<file path="src/sv/slr_pkg.sv">
// ----------------------------------------------------------------------------
// Sequenced link receiver: shared definitions
// Field widths, action and frame codes, microcode word layout and the
// control program held in read-only form.
// ----------------------------------------------------------------------------
package slr_pkg;

  // Field widths
  localparam int unsigned SEQ_W      = 8;
  localparam int unsigned TAG_W      = 4;
  localparam int unsigned LEN_W      = 12;
  localparam int unsigned XOR_W      = 8;
  localparam int unsigned FTYPE_W    = 3;
  localparam int unsigned TIMER_W    = 16;
  localparam int unsigned GAPCFG_W   = 3;
  localparam int unsigned CFG_W      = 16;
  localparam int unsigned CFG_ADDR_W = 3;
  localparam int unsigned STEP_W     = 6;
  localparam int unsigned CNT_W      = 3;

  // Fixed frame rules
  localparam int unsigned MIN_FRAME_LEN = 5;
  localparam int unsigned TAG_COUNT     = 16;
  localparam int unsigned GAP_CEILING   = 5;
  localparam int unsigned DRAIN_LIMIT   = 4;

  // Register defaults
  localparam logic [TIMER_W-1:0]  TIMEOUT_RST   = 16'd500;
  localparam logic [TIMER_W-1:0]  KA_FIRST_RST  = 16'd20;
  localparam logic [TIMER_W-1:0]  KA_PERIOD_RST = 16'd200;
  localparam logic [GAPCFG_W-1:0] MAX_GAP_RST   = 3'd5;
  localparam logic [SEQ_W-1:0]    STALE_GAP_RST = 8'd240;

  // Register indexes
  localparam logic [CFG_ADDR_W-1:0] CFG_TIMEOUT   = 3'd0;
  localparam logic [CFG_ADDR_W-1:0] CFG_KA_FIRST  = 3'd1;
  localparam logic [CFG_ADDR_W-1:0] CFG_KA_PERIOD = 3'd2;
  localparam logic [CFG_ADDR_W-1:0] CFG_MAX_GAP   = 3'd3;
  localparam logic [CFG_ADDR_W-1:0] CFG_STALE_GAP = 3'd4;

  // Frame types
  localparam logic [FTYPE_W-1:0] FT_DATA      = 3'd0;
  localparam logic [FTYPE_W-1:0] FT_KEEPALIVE = 3'd1;
  localparam logic [FTYPE_W-1:0] FT_RETRY     = 3'd2;
  localparam logic [FTYPE_W-1:0] FT_RESET     = 3'd3;

  // Command codes
  localparam logic CMD_FRAME = 1'b0;
  localparam logic CMD_TICK  = 1'b1;

  typedef enum logic [2:0] {
    ACT_PUBLISH      = 3'd0,
    ACT_RETRY        = 3'd1,
    ACT_RETRANSMIT   = 3'd2,
    ACT_KEEPALIVE    = 3'd3,
    ACT_CONNECTED    = 3'd4,
    ACT_DISCONNECTED = 3'd5,
    ACT_LINK_RESET   = 3'd6,
    ACT_DISCARD      = 3'd7
  } act_t;

  // Jump conditions of the sequencer
  typedef enum logic [4:0] {
    COND_NEVER,
    COND_ALWAYS,
    COND_NO_INPUT,
    COND_TICK,
    COND_BAD,
    COND_DATA,
    COND_KEEPALIVE,
    COND_RETRY,
    COND_RESET,
    COND_LINK_UP,
    COND_LINK_DOWN,
    COND_GAP_ONE,
    COND_GAP_DROP,
    COND_GAP_BIG,
    COND_I_DONE,
    COND_KEY_HELD,
    COND_KEY_MISSING,
    COND_NO_FREE,
    COND_DRAIN_DONE,
    COND_IDLE_LOW,
    COND_KA_LOW
  } cond_t;

  // Datapath operations
  typedef enum logic [3:0] {
    OP_NONE,
    OP_FIRST,
    OP_GAP,
    OP_I_ONE,
    OP_I_INC,
    OP_INSERT,
    OP_PUB_IN,
    OP_PUB_HELD,
    OP_LINK_UP,
    OP_LINK_DOWN,
    OP_LINK_RESET,
    OP_IDLE_CLR,
    OP_IDLE_INC,
    OP_KA_INC,
    OP_KA_FIRE
  } op_t;

  // Sequence number searched for in the hold store
  typedef enum logic [1:0] {
    KEY_NEXT,
    KEY_WANT,
    KEY_SEQ
  } key_t;

  typedef enum logic [1:0] {
    SSEL_ZERO,
    SSEL_SEQ,
    SSEL_RETRY,
    SSEL_KEY
  } seqsel_t;

  typedef enum logic [1:0] {
    TSEL_ZERO,
    TSEL_TAG,
    TSEL_HELD
  } tagsel_t;

  typedef logic [STEP_W-1:0] step_t;

  // Program addresses
  localparam step_t ST_IDLE      = 6'd0;
  localparam step_t ST_DISPATCH  = 6'd1;
  localparam step_t ST_CHK_BAD   = 6'd2;
  localparam step_t ST_CHK_DATA  = 6'd3;
  localparam step_t ST_CHK_KA    = 6'd4;
  localparam step_t ST_CHK_RTY   = 6'd5;
  localparam step_t ST_CHK_RST   = 6'd6;
  localparam step_t ST_UNKNOWN   = 6'd7;
  localparam step_t ST_DISCARD   = 6'd8;
  localparam step_t ST_END       = 6'd9;
  localparam step_t ST_KA        = 6'd10;
  localparam step_t ST_KA_CONN   = 6'd11;
  localparam step_t ST_KA_DONE   = 6'd12;
  localparam step_t ST_RETRY     = 6'd13;
  localparam step_t ST_RF        = 6'd14;
  localparam step_t ST_RF_DOWN   = 6'd15;
  localparam step_t ST_RF_RESET  = 6'd16;
  localparam step_t ST_DATA      = 6'd17;
  localparam step_t ST_GAP       = 6'd18;
  localparam step_t ST_GAP_ONE   = 6'd19;
  localparam step_t ST_GAP_DROP  = 6'd20;
  localparam step_t ST_GAP_BIG   = 6'd21;
  localparam step_t ST_HOLD      = 6'd22;
  localparam step_t ST_HLOOP     = 6'd23;
  localparam step_t ST_HCHK      = 6'd24;
  localparam step_t ST_HREQ      = 6'd25;
  localparam step_t ST_HNEXT     = 6'd26;
  localparam step_t ST_HDUP      = 6'd27;
  localparam step_t ST_HINS      = 6'd28;
  localparam step_t ST_HOUT      = 6'd29;
  localparam step_t ST_PUB       = 6'd30;
  localparam step_t ST_DRAIN     = 6'd31;
  localparam step_t ST_DCHK      = 6'd32;
  localparam step_t ST_DPUB      = 6'd33;
  localparam step_t ST_DL        = 6'd34;
  localparam step_t ST_DL_DOWN   = 6'd35;
  localparam step_t ST_DL_RESET  = 6'd36;
  localparam step_t ST_TICK      = 6'd37;
  localparam step_t ST_TCHK      = 6'd38;
  localparam step_t ST_TO        = 6'd39;
  localparam step_t ST_TO_DOWN   = 6'd40;
  localparam step_t ST_TO_RESET  = 6'd41;
  localparam step_t ST_KTICK     = 6'd42;
  localparam step_t ST_KCHK      = 6'd43;
  localparam step_t ST_KFIRE     = 6'd44;

  // One control word of the program
  typedef struct packed {
    cond_t   cond;
    step_t   target;
    op_t     op;
    key_t    key;
    logic    emit;
    act_t    act;
    seqsel_t ssel;
    tagsel_t tsel;
    logic    fin;
  } ucode_t;

  // Controls handed from the sequencer to the datapath
  typedef struct packed {
    op_t     op;
    key_t    key;
    act_t    act;
    seqsel_t ssel;
    tagsel_t tsel;
  } dp_ctrl_t;

  // Flags that the sequencer tests
  typedef struct packed {
    logic is_tick;
    logic bad;
    logic is_data;
    logic is_ka;
    logic is_retry;
    logic is_reset;
    logic link_up;
    logic gap_one;
    logic gap_drop;
    logic gap_big;
    logic i_done;
    logic key_held;
    logic no_free;
    logic drain_done;
    logic idle_low;
    logic ka_low;
  } dp_status_t;

  typedef struct packed {
    act_t             act;
    logic [SEQ_W-1:0] seq;
    logic [TAG_W-1:0] tag;
  } result_t;

  // Builds one control word.
  function automatic ucode_t uw(input cond_t c, input step_t t, input op_t o,
                                input key_t k, input logic e, input act_t a,
                                input seqsel_t s, input tagsel_t g,
                                input logic f);
    ucode_t w;
    w.cond   = c;
    w.target = t;
    w.op     = o;
    w.key    = k;
    w.emit   = e;
    w.act    = a;
    w.ssel   = s;
    w.tsel   = g;
    w.fin    = f;
    return w;
  endfunction

  // Control program. A word whose condition holds jumps to its target,
  // otherwise the next word follows.
  function automatic ucode_t ucode(input step_t step);
    ucode_t w;
    w = uw(COND_ALWAYS, ST_IDLE, OP_NONE, KEY_NEXT, 1'b0, ACT_PUBLISH,
           SSEL_ZERO, TSEL_ZERO, 1'b0);
    unique case (step)
      // Wait for a word, then sort it
      ST_IDLE:     w.cond = COND_NO_INPUT;
      ST_DISPATCH: begin w.cond = COND_TICK;      w.target = ST_TICK;    end
      ST_CHK_BAD:  begin w.cond = COND_BAD;       w.target = ST_DISCARD; end
      ST_CHK_DATA: begin w.cond = COND_DATA;      w.target = ST_DATA;    end
      ST_CHK_KA:   begin w.cond = COND_KEEPALIVE; w.target = ST_KA;      end
      ST_CHK_RTY:  begin w.cond = COND_RETRY;     w.target = ST_RETRY;   end
      ST_CHK_RST:  begin w.cond = COND_RESET;     w.target = ST_RF;      end
      ST_UNKNOWN:  w.target = ST_DISCARD;
      // Common tail: discard the frame, then close the item
      ST_DISCARD:  w = uw(COND_NEVER, ST_IDLE, OP_NONE, KEY_NEXT, 1'b1, ACT_DISCARD,
                          SSEL_ZERO, TSEL_TAG, 1'b0);
      ST_END:      w.fin = 1'b1;
      // Keepalive frame
      ST_KA:       begin w.cond = COND_LINK_UP; w.target = ST_KA_DONE; end
      ST_KA_CONN:  w = uw(COND_NEVER, ST_IDLE, OP_LINK_UP, KEY_NEXT, 1'b1,
                          ACT_CONNECTED, SSEL_ZERO, TSEL_ZERO, 1'b0);
      ST_KA_DONE:  begin w.op = OP_IDLE_CLR; w.target = ST_DISCARD; end
      // Retry frame
      ST_RETRY:    w = uw(COND_ALWAYS, ST_DISCARD, OP_NONE, KEY_NEXT, 1'b1,
                          ACT_RETRANSMIT, SSEL_RETRY, TSEL_ZERO, 1'b0);
      // Reset frame
      ST_RF:       begin w.cond = COND_LINK_DOWN; w.target = ST_RF_RESET; end
      ST_RF_DOWN:  w = uw(COND_NEVER, ST_IDLE, OP_LINK_DOWN, KEY_NEXT, 1'b1,
                          ACT_DISCONNECTED, SSEL_ZERO, TSEL_ZERO, 1'b0);
      ST_RF_RESET: w = uw(COND_ALWAYS, ST_DISCARD, OP_LINK_RESET, KEY_NEXT, 1'b1,
                          ACT_LINK_RESET, SSEL_ZERO, TSEL_ZERO, 1'b0);
      // Data frame: classify by gap
      ST_DATA:     begin w.cond = COND_NEVER; w.op = OP_FIRST; end
      ST_GAP:      begin w.cond = COND_NEVER; w.op = OP_GAP; end
      ST_GAP_ONE:  begin w.cond = COND_GAP_ONE;  w.target = ST_PUB;     end
      ST_GAP_DROP: begin w.cond = COND_GAP_DROP; w.target = ST_DISCARD; end
      ST_GAP_BIG:  begin w.cond = COND_GAP_BIG;  w.target = ST_DL;      end
      // Small gap: request the missing numbers, then hold the frame
      ST_HOLD:     begin w.cond = COND_NEVER; w.op = OP_I_ONE; end
      ST_HLOOP:    begin w.cond = COND_I_DONE; w.target = ST_HDUP; end
      ST_HCHK:     begin
        w.cond = COND_KEY_HELD; w.target = ST_HNEXT; w.key = KEY_WANT;
      end
      ST_HREQ:     w = uw(COND_NEVER, ST_IDLE, OP_NONE, KEY_WANT, 1'b1, ACT_RETRY,
                          SSEL_KEY, TSEL_ZERO, 1'b0);
      ST_HNEXT:    begin w.op = OP_I_INC; w.target = ST_HLOOP; end
      ST_HDUP:     begin
        w.cond = COND_KEY_HELD; w.target = ST_DISCARD; w.key = KEY_SEQ;
      end
      ST_HINS:     begin w.cond = COND_NO_FREE; w.target = ST_DISCARD; w.op = OP_INSERT; end
      ST_HOUT:     w.target = ST_END;
      // Next in order: publish, then drain held frames
      ST_PUB:      w = uw(COND_NEVER, ST_IDLE, OP_PUB_IN, KEY_NEXT, 1'b1, ACT_PUBLISH,
                          SSEL_SEQ, TSEL_TAG, 1'b0);
      ST_DRAIN:    begin w.cond = COND_DRAIN_DONE;  w.target = ST_END; end
      ST_DCHK:     begin w.cond = COND_KEY_MISSING; w.target = ST_END; end
      ST_DPUB:     w = uw(COND_ALWAYS, ST_DRAIN, OP_PUB_HELD, KEY_NEXT, 1'b1,
                          ACT_PUBLISH, SSEL_KEY, TSEL_HELD, 1'b0);
      // Gap too large: link reset, then discard
      ST_DL:       begin w.cond = COND_LINK_DOWN; w.target = ST_DL_RESET; end
      ST_DL_DOWN:  w = uw(COND_NEVER, ST_IDLE, OP_LINK_DOWN, KEY_NEXT, 1'b1,
                          ACT_DISCONNECTED, SSEL_ZERO, TSEL_ZERO, 1'b0);
      ST_DL_RESET: w = uw(COND_ALWAYS, ST_DISCARD, OP_LINK_RESET, KEY_NEXT, 1'b1,
                          ACT_LINK_RESET, SSEL_ZERO, TSEL_ZERO, 1'b0);
      // Tick: idle timeout first, then keepalive timer
      ST_TICK:     begin w.cond = COND_NEVER; w.op = OP_IDLE_INC; end
      ST_TCHK:     begin w.cond = COND_IDLE_LOW; w.target = ST_KTICK; end
      ST_TO:       begin
        w.cond = COND_LINK_DOWN; w.target = ST_TO_RESET; w.op = OP_IDLE_CLR;
      end
      ST_TO_DOWN:  w = uw(COND_NEVER, ST_IDLE, OP_LINK_DOWN, KEY_NEXT, 1'b1,
                          ACT_DISCONNECTED, SSEL_ZERO, TSEL_ZERO, 1'b0);
      ST_TO_RESET: w = uw(COND_NEVER, ST_IDLE, OP_LINK_RESET, KEY_NEXT, 1'b1,
                          ACT_LINK_RESET, SSEL_ZERO, TSEL_ZERO, 1'b0);
      ST_KTICK:    begin w.cond = COND_NEVER; w.op = OP_KA_INC; end
      ST_KCHK:     begin w.cond = COND_KA_LOW; w.target = ST_END; end
      ST_KFIRE:    w = uw(COND_ALWAYS, ST_END, OP_KA_FIRE, KEY_NEXT, 1'b1,
                          ACT_KEEPALIVE, SSEL_ZERO, TSEL_ZERO, 1'b0);
      default:     w.target = ST_IDLE;
    endcase
    return w;
  endfunction

endpackage

</file>
<file path="src/sv/sequenced_link_receiver_unit.sv">
// ----------------------------------------------------------------------------
// Sequenced link receiver
// Receive-side sequencer of a framed link with 8-bit sequence numbers,
// driven by a microcoded control program over a small datapath.
// ----------------------------------------------------------------------------
// Flow: one word at a time; a new word is taken only while the program waits
//   at its first step, and a step that hands on a result can stall on the output.
// Results: a result waits in the pending register until the next result or the
//   end of its word, then passes on to the output register.
// Reset: synchronous, active low; registers take their defaults, the hold
//   store is emptied and the link is down, awaiting its first frame.
module sequenced_link_receiver_unit #(
  parameter int unsigned HOLD_DEPTH = 4
) (
  input  logic                              clk,
  input  logic                              rst_n,
  // Configuration
  input  logic                              cfg_we,
  input  logic [slr_pkg::CFG_ADDR_W-1:0]    cfg_addr,
  input  logic [slr_pkg::CFG_W-1:0]         cfg_wdata,
  // Input words
  input  logic                              in_valid,
  output logic                              in_stall,
  input  logic                              in_command,
  input  logic [slr_pkg::FTYPE_W-1:0]       in_frame_type,
  input  logic [slr_pkg::SEQ_W-1:0]         in_seq,
  input  logic [slr_pkg::SEQ_W-1:0]         in_retry_seq,
  input  logic [slr_pkg::LEN_W-1:0]         in_frame_len,
  input  logic [slr_pkg::XOR_W-1:0]         in_xor_sum,
  input  logic [slr_pkg::TAG_W-1:0]         in_tag,
  // Result words
  output logic                              out_valid,
  input  logic                              out_stall,
  output logic [2:0]                        out_action,
  output logic [slr_pkg::SEQ_W-1:0]         out_seq,
  output logic [slr_pkg::TAG_W-1:0]         out_tag,
  output logic                              out_last
);

  logic                at_idle;
  logic                in_accept;
  logic                res_busy;
  logic                emit_fire;
  logic                flush_fire;
  slr_pkg::dp_ctrl_t   ctrl;
  slr_pkg::dp_status_t status;
  slr_pkg::result_t    res;

  // A new word is taken only while the program waits at its first step
  assign in_stall  = !(at_idle && rst_n);
  assign in_accept = in_valid && !in_stall;

  slr_seq u_seq (
    .clk        (clk),
    .rst_n      (rst_n),
    .in_accept  (in_accept),
    .status     (status),
    .res_busy   (res_busy),
    .at_idle    (at_idle),
    .ctrl       (ctrl),
    .emit_fire  (emit_fire),
    .flush_fire (flush_fire)
  );

  slr_datapath #(
    .HOLD_DEPTH (HOLD_DEPTH)
  ) u_datapath (
    .clk           (clk),
    .rst_n         (rst_n),
    .cfg_we        (cfg_we),
    .cfg_addr      (cfg_addr),
    .cfg_wdata     (cfg_wdata),
    .in_accept     (in_accept),
    .in_command    (in_command),
    .in_frame_type (in_frame_type),
    .in_seq        (in_seq),
    .in_retry_seq  (in_retry_seq),
    .in_frame_len  (in_frame_len),
    .in_xor_sum    (in_xor_sum),
    .in_tag        (in_tag),
    .ctrl          (ctrl),
    .status        (status),
    .res           (res)
  );

  slr_result u_result (
    .clk        (clk),
    .rst_n      (rst_n),
    .emit_fire  (emit_fire),
    .flush_fire (flush_fire),
    .res        (res),
    .out_stall  (out_stall),
    .res_busy   (res_busy),
    .out_valid  (out_valid),
    .out_action (out_action),
    .out_seq    (out_seq),
    .out_tag    (out_tag),
    .out_last   (out_last)
  );

endmodule

</file>
<file path="src/sv/slr_seq.sv">
// ----------------------------------------------------------------------------
// Sequenced link receiver: microcode sequencer
// Step counter over the control program, condition select and jump, and
// the stall of a step whose result cannot yet be handed on.
// ----------------------------------------------------------------------------
module slr_seq (
  input  logic                  clk,
  input  logic                  rst_n,
  input  logic                  in_accept,
  input  slr_pkg::dp_status_t   status,
  input  logic                  res_busy,
  output logic                  at_idle,
  output slr_pkg::dp_ctrl_t     ctrl,
  output logic                  emit_fire,
  output logic                  flush_fire
);

  slr_pkg::step_t  step_r;
  slr_pkg::step_t  step_nxt;
  slr_pkg::ucode_t word;
  logic            go;
  logic            take;

  // Current control word
  assign word = slr_pkg::ucode(step_r);

  // A step that hands on a result waits while the result stage is full
  assign go = !((word.emit || word.fin) && res_busy);

  // Condition select
  always_comb begin
    unique case (word.cond)
      slr_pkg::COND_NEVER:       take = 1'b0;
      slr_pkg::COND_ALWAYS:      take = 1'b1;
      slr_pkg::COND_NO_INPUT:    take = !in_accept;
      slr_pkg::COND_TICK:        take = status.is_tick;
      slr_pkg::COND_BAD:         take = status.bad;
      slr_pkg::COND_DATA:        take = status.is_data;
      slr_pkg::COND_KEEPALIVE:   take = status.is_ka;
      slr_pkg::COND_RETRY:       take = status.is_retry;
      slr_pkg::COND_RESET:       take = status.is_reset;
      slr_pkg::COND_LINK_UP:     take = status.link_up;
      slr_pkg::COND_LINK_DOWN:   take = !status.link_up;
      slr_pkg::COND_GAP_ONE:     take = status.gap_one;
      slr_pkg::COND_GAP_DROP:    take = status.gap_drop;
      slr_pkg::COND_GAP_BIG:     take = status.gap_big;
      slr_pkg::COND_I_DONE:      take = status.i_done;
      slr_pkg::COND_KEY_HELD:    take = status.key_held;
      slr_pkg::COND_KEY_MISSING: take = !status.key_held;
      slr_pkg::COND_NO_FREE:     take = status.no_free;
      slr_pkg::COND_DRAIN_DONE:  take = status.drain_done;
      slr_pkg::COND_IDLE_LOW:    take = status.idle_low;
      slr_pkg::COND_KA_LOW:      take = status.ka_low;
      default:                   take = 1'b0;
    endcase
  end

  // Next step
  always_comb begin
    if (!go) begin
      step_nxt = step_r;
    end else if (take) begin
      step_nxt = word.target;
    end else begin
      step_nxt = step_r + 1'b1;
    end
  end

  always_ff @(posedge clk) begin
    if (!rst_n) begin
      step_r <= slr_pkg::ST_IDLE;
    end else begin
      step_r <= step_nxt;
    end
  end

  // Controls to the datapath; a stalled step does nothing
  always_comb begin
    ctrl.op   = go ? word.op : slr_pkg::OP_NONE;
    ctrl.key  = word.key;
    ctrl.act  = word.act;
    ctrl.ssel = word.ssel;
    ctrl.tsel = word.tsel;
  end

  assign emit_fire  = word.emit && go;
  assign flush_fire = word.fin && go;
  assign at_idle    = (step_r == slr_pkg::ST_IDLE);

endmodule

</file>
<file path="src/sv/slr_datapath.sv">
// ----------------------------------------------------------------------------
// Sequenced link receiver: datapath
// Configuration registers, the latched word, link state, timers and the
// store of held frames, worked by the operations of the control program.
// ----------------------------------------------------------------------------
module slr_datapath #(
  parameter int unsigned HOLD_DEPTH = 4
) (
  input  logic                              clk,
  input  logic                              rst_n,
  input  logic                              cfg_we,
  input  logic [slr_pkg::CFG_ADDR_W-1:0]    cfg_addr,
  input  logic [slr_pkg::CFG_W-1:0]         cfg_wdata,
  input  logic                              in_accept,
  input  logic                              in_command,
  input  logic [slr_pkg::FTYPE_W-1:0]       in_frame_type,
  input  logic [slr_pkg::SEQ_W-1:0]         in_seq,
  input  logic [slr_pkg::SEQ_W-1:0]         in_retry_seq,
  input  logic [slr_pkg::LEN_W-1:0]         in_frame_len,
  input  logic [slr_pkg::XOR_W-1:0]         in_xor_sum,
  input  logic [slr_pkg::TAG_W-1:0]         in_tag,
  input  slr_pkg::dp_ctrl_t                 ctrl,
  output slr_pkg::dp_status_t               status,
  output slr_pkg::result_t                  res
);

  localparam int unsigned HIDX_W    = (HOLD_DEPTH > 1) ? $clog2(HOLD_DEPTH) : 1;
  localparam int unsigned DRAIN_LIM = (HOLD_DEPTH < slr_pkg::DRAIN_LIMIT) ?
                                      HOLD_DEPTH : slr_pkg::DRAIN_LIMIT;

  // Configuration
  logic [slr_pkg::TIMER_W-1:0]  timeout_r;
  logic [slr_pkg::TIMER_W-1:0]  ka_first_r;
  logic [slr_pkg::TIMER_W-1:0]  ka_period_r;
  logic [slr_pkg::GAPCFG_W-1:0] max_gap_r;
  logic [slr_pkg::SEQ_W-1:0]    stale_gap_r;

  // Latched word
  logic                         cmd_r;
  logic [slr_pkg::FTYPE_W-1:0]  ftype_r;
  logic [slr_pkg::SEQ_W-1:0]    seq_r;
  logic [slr_pkg::SEQ_W-1:0]    rseq_r;
  logic [slr_pkg::LEN_W-1:0]    len_r;
  logic [slr_pkg::XOR_W-1:0]    xs_r;
  logic [slr_pkg::TAG_W-1:0]    tag_r;

  // Link state and scratch
  logic [slr_pkg::SEQ_W-1:0]    delivered_r;
  logic                         awaiting_r;
  logic                         link_up_r;
  logic [slr_pkg::TIMER_W-1:0]  idle_r;
  logic [slr_pkg::TIMER_W-1:0]  ka_r;
  logic                         fkd_r;
  logic [slr_pkg::SEQ_W-1:0]    gap_r;
  logic [slr_pkg::CNT_W-1:0]    cnt_r;

  // Hold store
  logic [HOLD_DEPTH-1:0]        held_valid_r;
  logic [slr_pkg::SEQ_W-1:0]    held_seq_r [HOLD_DEPTH];
  logic [slr_pkg::TAG_W-1:0]    held_tag_r [HOLD_DEPTH];

  logic [slr_pkg::SEQ_W-1:0]    key;
  logic [HOLD_DEPTH-1:0]        hit;
  logic [HIDX_W-1:0]            hit_idx;
  logic [HIDX_W-1:0]            free_idx;
  logic                         key_held;
  logic                         no_free;
  logic [slr_pkg::GAPCFG_W-1:0] eff_gap;
  logic [slr_pkg::TIMER_W-1:0]  idle_lim;
  logic [slr_pkg::TIMER_W-1:0]  ka_lim;

  // Search key for the hold store
  always_comb begin
    unique case (ctrl.key)
      slr_pkg::KEY_NEXT: key = delivered_r + 1'b1;
      slr_pkg::KEY_WANT: key = delivered_r + {{(slr_pkg::SEQ_W-slr_pkg::CNT_W){1'b0}}, cnt_r};
      slr_pkg::KEY_SEQ:  key = seq_r;
      default:           key = seq_r;
    endcase
  end

  // Parallel compare against every held entry, lowest match and lowest free
  always_comb begin
    hit_idx  = '0;
    free_idx = '0;
    for (int i = 0; i < HOLD_DEPTH; i++) begin
      hit[i] = held_valid_r[i] && (held_seq_r[i] == key);
    end
    for (int i = HOLD_DEPTH - 1; i >= 0; i--) begin
      if (hit[i]) begin
        hit_idx = HIDX_W'(i);
      end
      if (!held_valid_r[i]) begin
        free_idx = HIDX_W'(i);
      end
    end
  end

  assign key_held = |hit;
  assign no_free  = &held_valid_r;

  // Limits with their floors and ceilings applied
  assign eff_gap  = (max_gap_r > slr_pkg::GAPCFG_W'(slr_pkg::GAP_CEILING)) ?
                    slr_pkg::GAPCFG_W'(slr_pkg::GAP_CEILING) : max_gap_r;
  assign idle_lim = (timeout_r == '0) ? slr_pkg::TIMER_W'(1) : timeout_r;
  assign ka_lim   = fkd_r ? ((ka_period_r == '0) ? slr_pkg::TIMER_W'(1) : ka_period_r)
                          : ((ka_first_r == '0) ? slr_pkg::TIMER_W'(1) : ka_first_r);

  // Flags for the sequencer
  always_comb begin
    status.is_tick    = (cmd_r == slr_pkg::CMD_TICK);
    status.bad        = (len_r < slr_pkg::LEN_W'(slr_pkg::MIN_FRAME_LEN)) || (xs_r != '0) ||
                        ({1'b0, tag_r} >= 5'(slr_pkg::TAG_COUNT - 1) + 5'd1);
    status.is_data    = (ftype_r == slr_pkg::FT_DATA);
    status.is_ka      = (ftype_r == slr_pkg::FT_KEEPALIVE);
    status.is_retry   = (ftype_r == slr_pkg::FT_RETRY);
    status.is_reset   = (ftype_r == slr_pkg::FT_RESET);
    status.link_up    = link_up_r;
    status.gap_one    = (gap_r == slr_pkg::SEQ_W'(1));
    status.gap_drop   = (gap_r == '0) || (gap_r > stale_gap_r);
    status.gap_big    = (gap_r > {{(slr_pkg::SEQ_W-slr_pkg::GAPCFG_W){1'b0}}, eff_gap});
    status.i_done     = ({{(slr_pkg::SEQ_W-slr_pkg::CNT_W){1'b0}}, cnt_r} >= gap_r);
    status.key_held   = key_held;
    status.no_free    = no_free;
    status.drain_done = (cnt_r >= slr_pkg::CNT_W'(DRAIN_LIM));
    status.idle_low   = (idle_r < idle_lim);
    status.ka_low     = (ka_r < ka_lim);
  end

  // Result fields
  always_comb begin
    res.act = ctrl.act;
    unique case (ctrl.ssel)
      slr_pkg::SSEL_ZERO:  res.seq = '0;
      slr_pkg::SSEL_SEQ:   res.seq = seq_r;
      slr_pkg::SSEL_RETRY: res.seq = rseq_r;
      slr_pkg::SSEL_KEY:   res.seq = key;
      default:             res.seq = '0;
    endcase
    unique case (ctrl.tsel)
      slr_pkg::TSEL_ZERO: res.tag = '0;
      slr_pkg::TSEL_TAG:  res.tag = tag_r;
      slr_pkg::TSEL_HELD: res.tag = held_tag_r[hit_idx];
      default:            res.tag = '0;
    endcase
  end

  // Word latch and held payload
  always_ff @(posedge clk) begin
    if (in_accept) begin
      cmd_r   <= in_command;
      ftype_r <= in_frame_type;
      seq_r   <= in_seq;
      rseq_r  <= in_retry_seq;
      len_r   <= in_frame_len;
      xs_r    <= in_xor_sum;
      tag_r   <= in_tag;
    end
    if (ctrl.op == slr_pkg::OP_INSERT && !no_free) begin
      held_seq_r[free_idx] <= seq_r;
      held_tag_r[free_idx] <= tag_r;
    end
    if (ctrl.op == slr_pkg::OP_GAP) begin
      gap_r <= seq_r - delivered_r;
    end
    if (ctrl.op == slr_pkg::OP_I_ONE) begin
      cnt_r <= slr_pkg::CNT_W'(1);
    end else if (ctrl.op == slr_pkg::OP_PUB_IN) begin
      cnt_r <= '0;
    end else if (ctrl.op == slr_pkg::OP_I_INC || ctrl.op == slr_pkg::OP_PUB_HELD) begin
      cnt_r <= cnt_r + 1'b1;
    end
  end

  // Configuration writes
  always_ff @(posedge clk) begin
    if (!rst_n) begin
      timeout_r   <= slr_pkg::TIMEOUT_RST;
      ka_first_r  <= slr_pkg::KA_FIRST_RST;
      ka_period_r <= slr_pkg::KA_PERIOD_RST;
      max_gap_r   <= slr_pkg::MAX_GAP_RST;
      stale_gap_r <= slr_pkg::STALE_GAP_RST;
    end else if (cfg_we) begin
      unique case (cfg_addr)
        slr_pkg::CFG_TIMEOUT:   timeout_r   <= cfg_wdata;
        slr_pkg::CFG_KA_FIRST:  ka_first_r  <= cfg_wdata;
        slr_pkg::CFG_KA_PERIOD: ka_period_r <= cfg_wdata;
        slr_pkg::CFG_MAX_GAP:   max_gap_r   <= cfg_wdata[slr_pkg::GAPCFG_W-1:0];
        slr_pkg::CFG_STALE_GAP: stale_gap_r <= cfg_wdata[slr_pkg::SEQ_W-1:0];
        default: ;
      endcase
    end
  end

  // Link state, timers and held valid bits
  always_ff @(posedge clk) begin
    if (!rst_n) begin
      delivered_r  <= '0;
      awaiting_r   <= 1'b1;
      link_up_r    <= 1'b0;
      idle_r       <= '0;
      ka_r         <= '0;
      fkd_r        <= 1'b0;
      held_valid_r <= '0;
    end else begin
      unique case (ctrl.op)
        slr_pkg::OP_FIRST: begin
          if (awaiting_r) begin
            delivered_r <= seq_r - 1'b1;
            awaiting_r  <= 1'b0;
          end
          idle_r <= '0;
        end
        slr_pkg::OP_INSERT: begin
          if (!no_free) begin
            held_valid_r[free_idx] <= 1'b1;
          end
        end
        slr_pkg::OP_PUB_IN:    delivered_r <= seq_r;
        slr_pkg::OP_PUB_HELD: begin
          delivered_r           <= key;
          held_valid_r[hit_idx] <= 1'b0;
        end
        slr_pkg::OP_LINK_UP:   link_up_r <= 1'b1;
        slr_pkg::OP_LINK_DOWN: link_up_r <= 1'b0;
        slr_pkg::OP_LINK_RESET: begin
          delivered_r  <= '0;
          awaiting_r   <= 1'b1;
          held_valid_r <= '0;
        end
        slr_pkg::OP_IDLE_CLR:  idle_r <= '0;
        slr_pkg::OP_IDLE_INC: begin
          if (idle_r != '1) begin
            idle_r <= idle_r + 1'b1;
          end
        end
        slr_pkg::OP_KA_INC: begin
          if (ka_r != '1) begin
            ka_r <= ka_r + 1'b1;
          end
        end
        slr_pkg::OP_KA_FIRE: begin
          ka_r  <= '0;
          fkd_r <= 1'b1;
        end
        default: ;
      endcase
    end
  end

`ifndef NO_ASSERTIONS
  // A link reset empties the hold store and rearms the first-frame rule.
  a_reset_clears: assert property (@(posedge clk) disable iff (!rst_n)
    ctrl.op == slr_pkg::OP_LINK_RESET |=> held_valid_r == '0 && awaiting_r)
    else $error("link reset left held entries or first-frame flag");

  // Inserting into a store with a free slot adds exactly one entry.
  a_insert_one: assert property (@(posedge clk) disable iff (!rst_n)
    (ctrl.op == slr_pkg::OP_INSERT && !no_free) |=>
      $countones(held_valid_r) == $past($countones(held_valid_r)) + 1)
    else $error("insert did not add exactly one held entry");

  // A drain step only publishes an entry that is really held.
  a_drain_hit: assert property (@(posedge clk) disable iff (!rst_n)
    ctrl.op == slr_pkg::OP_PUB_HELD |-> key_held)
    else $error("drain publish without a matching held entry");
`endif

endmodule

</file>
<file path="src/sv/slr_result.sv">
// ----------------------------------------------------------------------------
// Sequenced link receiver: result stage
// Keeps the newest result pending until the next one or the end of the word
// shows whether it is the last, then passes it to the output register.
// ----------------------------------------------------------------------------
module slr_result (
  input  logic                       clk,
  input  logic                       rst_n,
  input  logic                       emit_fire,
  input  logic                       flush_fire,
  input  slr_pkg::result_t           res,
  input  logic                       out_stall,
  output logic                       res_busy,
  output logic                       out_valid,
  output logic [2:0]                 out_action,
  output logic [slr_pkg::SEQ_W-1:0]  out_seq,
  output logic [slr_pkg::TAG_W-1:0]  out_tag,
  output logic                       out_last
);

  logic             pend_v_r;
  slr_pkg::result_t pend_r;
  logic             out_v_r;
  slr_pkg::result_t out_r;
  logic             out_last_r;
  logic             push;

  // The pending result moves on when a newer one arrives or the word ends
  assign push     = pend_v_r && (emit_fire || flush_fire);
  assign res_busy = pend_v_r && out_v_r && out_stall;

  // Control flags
  always_ff @(posedge clk) begin
    if (!rst_n) begin
      pend_v_r <= 1'b0;
      out_v_r  <= 1'b0;
    end else begin
      if (emit_fire) begin
        pend_v_r <= 1'b1;
      end else if (flush_fire) begin
        pend_v_r <= 1'b0;
      end
      if (push) begin
        out_v_r <= 1'b1;
      end else if (out_v_r && !out_stall) begin
        out_v_r <= 1'b0;
      end
    end
  end

  // Payload
  always_ff @(posedge clk) begin
    if (emit_fire) begin
      pend_r <= res;
    end
    if (push) begin
      out_r      <= pend_r;
      out_last_r <= flush_fire;
    end
  end

  assign out_valid  = out_v_r;
  assign out_action = out_r.act;
  assign out_seq    = out_r.seq;
  assign out_tag    = out_r.tag;
  assign out_last   = out_last_r;

`ifndef NO_ASSERTIONS
  // A result never overwrites a word still waiting at the output.
  a_no_overwrite: assert property (@(posedge clk) disable iff (!rst_n)
    push |-> (!out_v_r || !out_stall))
    else $error("output word overwritten while stalled");

  // Closing a word leaves nothing pending.
  a_flush_empties: assert property (@(posedge clk) disable iff (!rst_n)
    (flush_fire && !emit_fire) |=> !pend_v_r)
    else $error("pending result left after end of word");

  // A new result is captured unchanged.
  a_emit_capture: assert property (@(posedge clk) disable iff (!rst_n)
    emit_fire |=> (pend_v_r && pend_r == $past(res)))
    else $error("emitted result not captured");
`endif

endmodule

</file>
<file path="config.mk">
export PLATFORM = sky130hd
export DESIGN_NAME = sequenced_link_receiver_unit
export DESIGN_NICKNAME = d
export VERILOG_FILES = /design/src/sv/slr_pkg.sv /design/src/sv/sequenced_link_receiver_unit.sv /design/src/sv/slr_seq.sv /design/src/sv/slr_datapath.sv /design/src/sv/slr_result.sv
export SDC_FILE = /design/constraint.sdc
export NUM_CORES = 1
export LEC_CHECK = 0
export BUFFER_PORTS_ARGS = -buffer_cell sky130_fd_sc_hd__buf_2
export CELL_PAD_IN_SITES_DETAIL_PLACEMENT = 1
export CELL_PAD_IN_SITES_GLOBAL_PLACEMENT = 1
export CORE_ASPECT_RATIO = 2
export CORE_MARGIN = 5
export CORE_UTILIZATION = 52
export DETAILED_ROUTE_END_ITERATION = 10
export GPL_ROUTABILITY_DRIVEN = 1
export PLACE_DENSITY_LB_ADDON = 0.1
export SLEW_MARGIN = 20
export SYNTH_ARGS = -nofsm -noshare
export SYNTH_HDL_FRONTEND = slang
export SYNTH_SLANG_ARGS = --single-unit
</file>
<file path="constraint.sdc">
create_clock -name clk -period 19.3 [get_ports clk]
set_input_delay 5.79 -clock clk [delete_from_list [all_inputs] [get_ports clk]]
set_output_delay 5.79 -clock clk [all_outputs]
set_load 0.01 [all_outputs]
</file>
==> metrics.md <==
| Metric | Value |
|---|---|
| Status | complete, no violations |
| Row cnt | 83 |
| Starting DRT DRC Count | 638 |
| Max Fclk | 0.0795 GHz |
| Final WL | 41.4 mm |
| Worst IR drop on VDD | 0.0975 mV |
| Number of synthesized flops with an enable pin | 131 |
| PwrDens | 116 mW/mm² |
| Num CTS Buffers | 23 |
| First-pass GRT wire length | 63.8 mm |
| CTS Hold Buffers Added | 0 |
| Clock Sink Count | 248 |
| Die Ht | 237 µm |
| Setup TNS | 0 ns |
| Final hold vios | 0 |
| Detail Route Antenna Nets | 0 |
| CP Max Fanout | 25 |
| Via count | 11218 |
| Clk root buf | clkbuf_16 |
| Final WS setup | 6.73 ns |
| Hold Path Depth | 0 |
| Post-Syn Area | 0.0134 mm² |
| Mean post-synth cell area | 9.60 µm² |
| Vias in the first global route | 11859 |
| Number of max-cap violations | 0 |
| Yosys Warn Count | 0 |
| Input/output buffers | 85 |
| Vias per Instance | 6.17 |
| Pins Over Slew Limit | 0 |
| P_int | 1.09 mW |
| Sw frac | 0.366 |
| Final Critical Period | 12.57 ns |
| Gr usage total | 0.280 |
| Die area | 0.0293 mm² |
| Tcrit/Tclk final | 0.651 |
| Mapped Cells | 1399 |
| GRT overflow | 0 |
| PostCTS Resize Cnt | 0 |
| Final Skew | 0.0222 ns |
| Clock Latency Late Sink | 0.55 ns |
| Seq/Total Area, Yosys | 0.467 |
| Net Count, Synth | 1535 |
| Startpoint Class | primary input |
| Count of final setup violators | 0 |
| Area Overhead vs Synth | 10.7% |
| P_leak | 5.54 nW |
| Sequential share of power | 0.395 |
| Initial Util | 0.526 |
| Initial antenna violation count | 0 |
| Clock power frac | 0.263 |
| Longest Clk Path Bufs | 3 |
| FF-to-FF path depth | 18 |
| Largest net degree at the start of global routing | 63 |
| Headroom to the max-slew limit | 0.339 |
| Post-synth ARST share | 0 |
| Initial DRT Pass Iterations | 6 |
| ANT cells | 0 |
| CTS tree | yes |
| Seq cells post-synth | 248 |
| Post-Place Worst Slack | 6.74 ns |
| Clk slew on worst S/H paths | 0.07 ns |
| Layout cells sized above 1 | 0.123 |
| CP Class | primary input to output port |
| Setup Fix Bufs, Post-CTS | 0 |
| Residual DRC | 0 |
| Combinational Power Share | 0.341 |
| Sw Pwr | 0.630 mW |
| Number of H-tree branching levels | 1 |
| Die width | 124 µm |
| NumNets Final | 1598 |
| Io pins | 86 |
| Crit path DAT | 6.78 ns |
| Core box area | 0.0255 mm² |
| Dpl hpwl | 30.6 mm |
| Drt wl/cell | 22.8 µm |
| # fillers | 2924 |
| R2R setup slack | 12.14 ns |
| Worst Path Required | 13.51 ns |
| Worst Tran Pin Value | 0.991 ns |
| Worst Hold Class | flip-flop to flip-flop |
| Top_reg_cell synth | edfxtp_1 |
| Critical Path End Type | output port |
| Routability congestion estimate | 0.942 |
| Synth unique cells | 90 |
| RSZ-0062 raised after global routing | false |
[sequential cells by signal, summed over array words and instances, names as in the netlist, 6 cells and up]
| name | cells |
|---|---|
| u_datapath.ka_first_r | 16 |
| u_result.pend_r | 15 |
| u_datapath.rseq_r | 8 |
| u_datapath.held_tag_r | 16 |
| u_datapath.idle_r | 16 |
| u_datapath.len_r | 12 |
| u_datapath.ka_r | 16 |
| u_datapath.stale_gap_r | 8 |
| u_result.out_seq | 8 |
| u_datapath.seq_r | 8 |
| u_datapath.delivered_r | 8 |
| u_datapath.ka_period_r | 16 |
| u_datapath.xs_r | 8 |
| u_seq.step_r | 6 |
| u_datapath.gap_r | 8 |
| u_datapath.held_seq_r | 32 |
| u_datapath.timeout_r | 16 |
[final timing paths]
path / start / endpoint
worst min-delay path: u_result.pend_r[3] / u_result.out_tag[3]
worst max-delay path: rst_n / in_stall
worst max register to register: u_seq.step_r[4] / u_seq.step_r[4]
worst min register to register: u_result.pend_r[3] / u_result.out_tag[3]
[worst max-delay path, stage by stage]
cell and delay, ns:
buf_2 0.44, nand3_1 0.31, buf_2 0.23
[power groups by stage]
stage	clock, mW	sequential [mW]	combinational [mW]
CTS	0.464	0.681	0.584
global route	0.487	0.685	0.639
floorplan	0	0.673	0.423
detailed placement	0	0.692	0.574
global placement	0	0.689	0.550
finish	0.454	0.681	0.588
[cells in the final DEF, fill, tap and decap left out, types with 21 or more instances in the layout]
cell type and n:
nor3_1 29, ha_1 66, nor2b_1 21, buf_2 85, dfxtp_1 117, nor2_1 104
inv_1 71, clkbuf_16 23, xnor2_1 35, nor4_1 24, nand3_1 38, nand2_1 166
nand4_1 24, o21ai_0 59, and3_1 21, edfxtp_1 131, mux2i_1 28, xor2_1 24
a21oi_1 108
[routing by layer]
metal / wire [µm] / vias to the layer above / part of all wire / track usage
met5: 0 / - / 0 / 0
met4: 2800 / 0 / 0.068 / 0.173
met3: 1310 / 150 / 0.032 / 0.0276
met2: 23400 / 288 / 0.57 / 0.549
met1: 13900 / 5542 / 0.34 / 0.266
li1: - / 5238 / - / -
[layout make-up]
| type | instances | area (µm²) | share of cell area |
|---|---|---|---|
| Clock buffer | 24 | 579 | 0.0390 |
| Clock inverter | 17 | 150 | 0.0101 |
| Inverter | 72 | 270 | 0.0182 |
| Multi-Input combinational cell | 1013 | 6600 | 0.444 |
| Sequential cell | 248 | 6280 | 0.422 |
| Tap cell | 340 | 425 | 0.0286 |
| Timing Repair Buffer | 104 | 572 | 0.0385 |
[Yosys cell counts, drive strengths merged, types with 22 or more instances]
cell	count	area share
nor2	108	0.030
nand2	167	0.047
ha	66	0.061
nor4	25	0.012
nor2b	22	0.010
nand3	39	0.015
buf	26	0.012
clkbuf	40	0.011
o21ai	61	0.023
xor2	24	0.016
nor3	29	0.011
mux2i	28	0.021
xnor2	35	0.023
nand4	25	0.013
inv	72	0.020
dfxtp	117	0.17
a21oi	108	0.040
edfxtp	131	0.29
[cells by family after synthesis]
group / after synthesis / share of synthesized area
and+or+nand+nor: 527 / 0.196
buffers and inverters: 138 / 0.0432
muxes: 36 / 0.0281
DFF: 248 / 0.467
adders and majority gates: 68 / 0.0645
AOI/OAI and AO/OA: 323 / 0.162
xor gates and xnor gates: 59 / 0.0385
[metrics by stage]
stage | total power [mW] | hold slack (ns) | area [µm²] | instances | utilization
floorplan | 1.10 | 0.400 | 13400 | 1399 | -
global placement | 1.24 | 0.403 | 14100 | 1776 | 0.553
detailed placement | 1.27 | 0.406 | 14100 | 1776 | 0.553
CTS | 1.73 | 0.420 | 14800 | 1817 | 0.581
global route | 1.81 | 0.421 | 14900 | 1818 | 0.582
finish | 1.72 | 0.419 | 14900 | 1818 | 0.582
No activity file was read; power rests on OpenSTA's default activity.
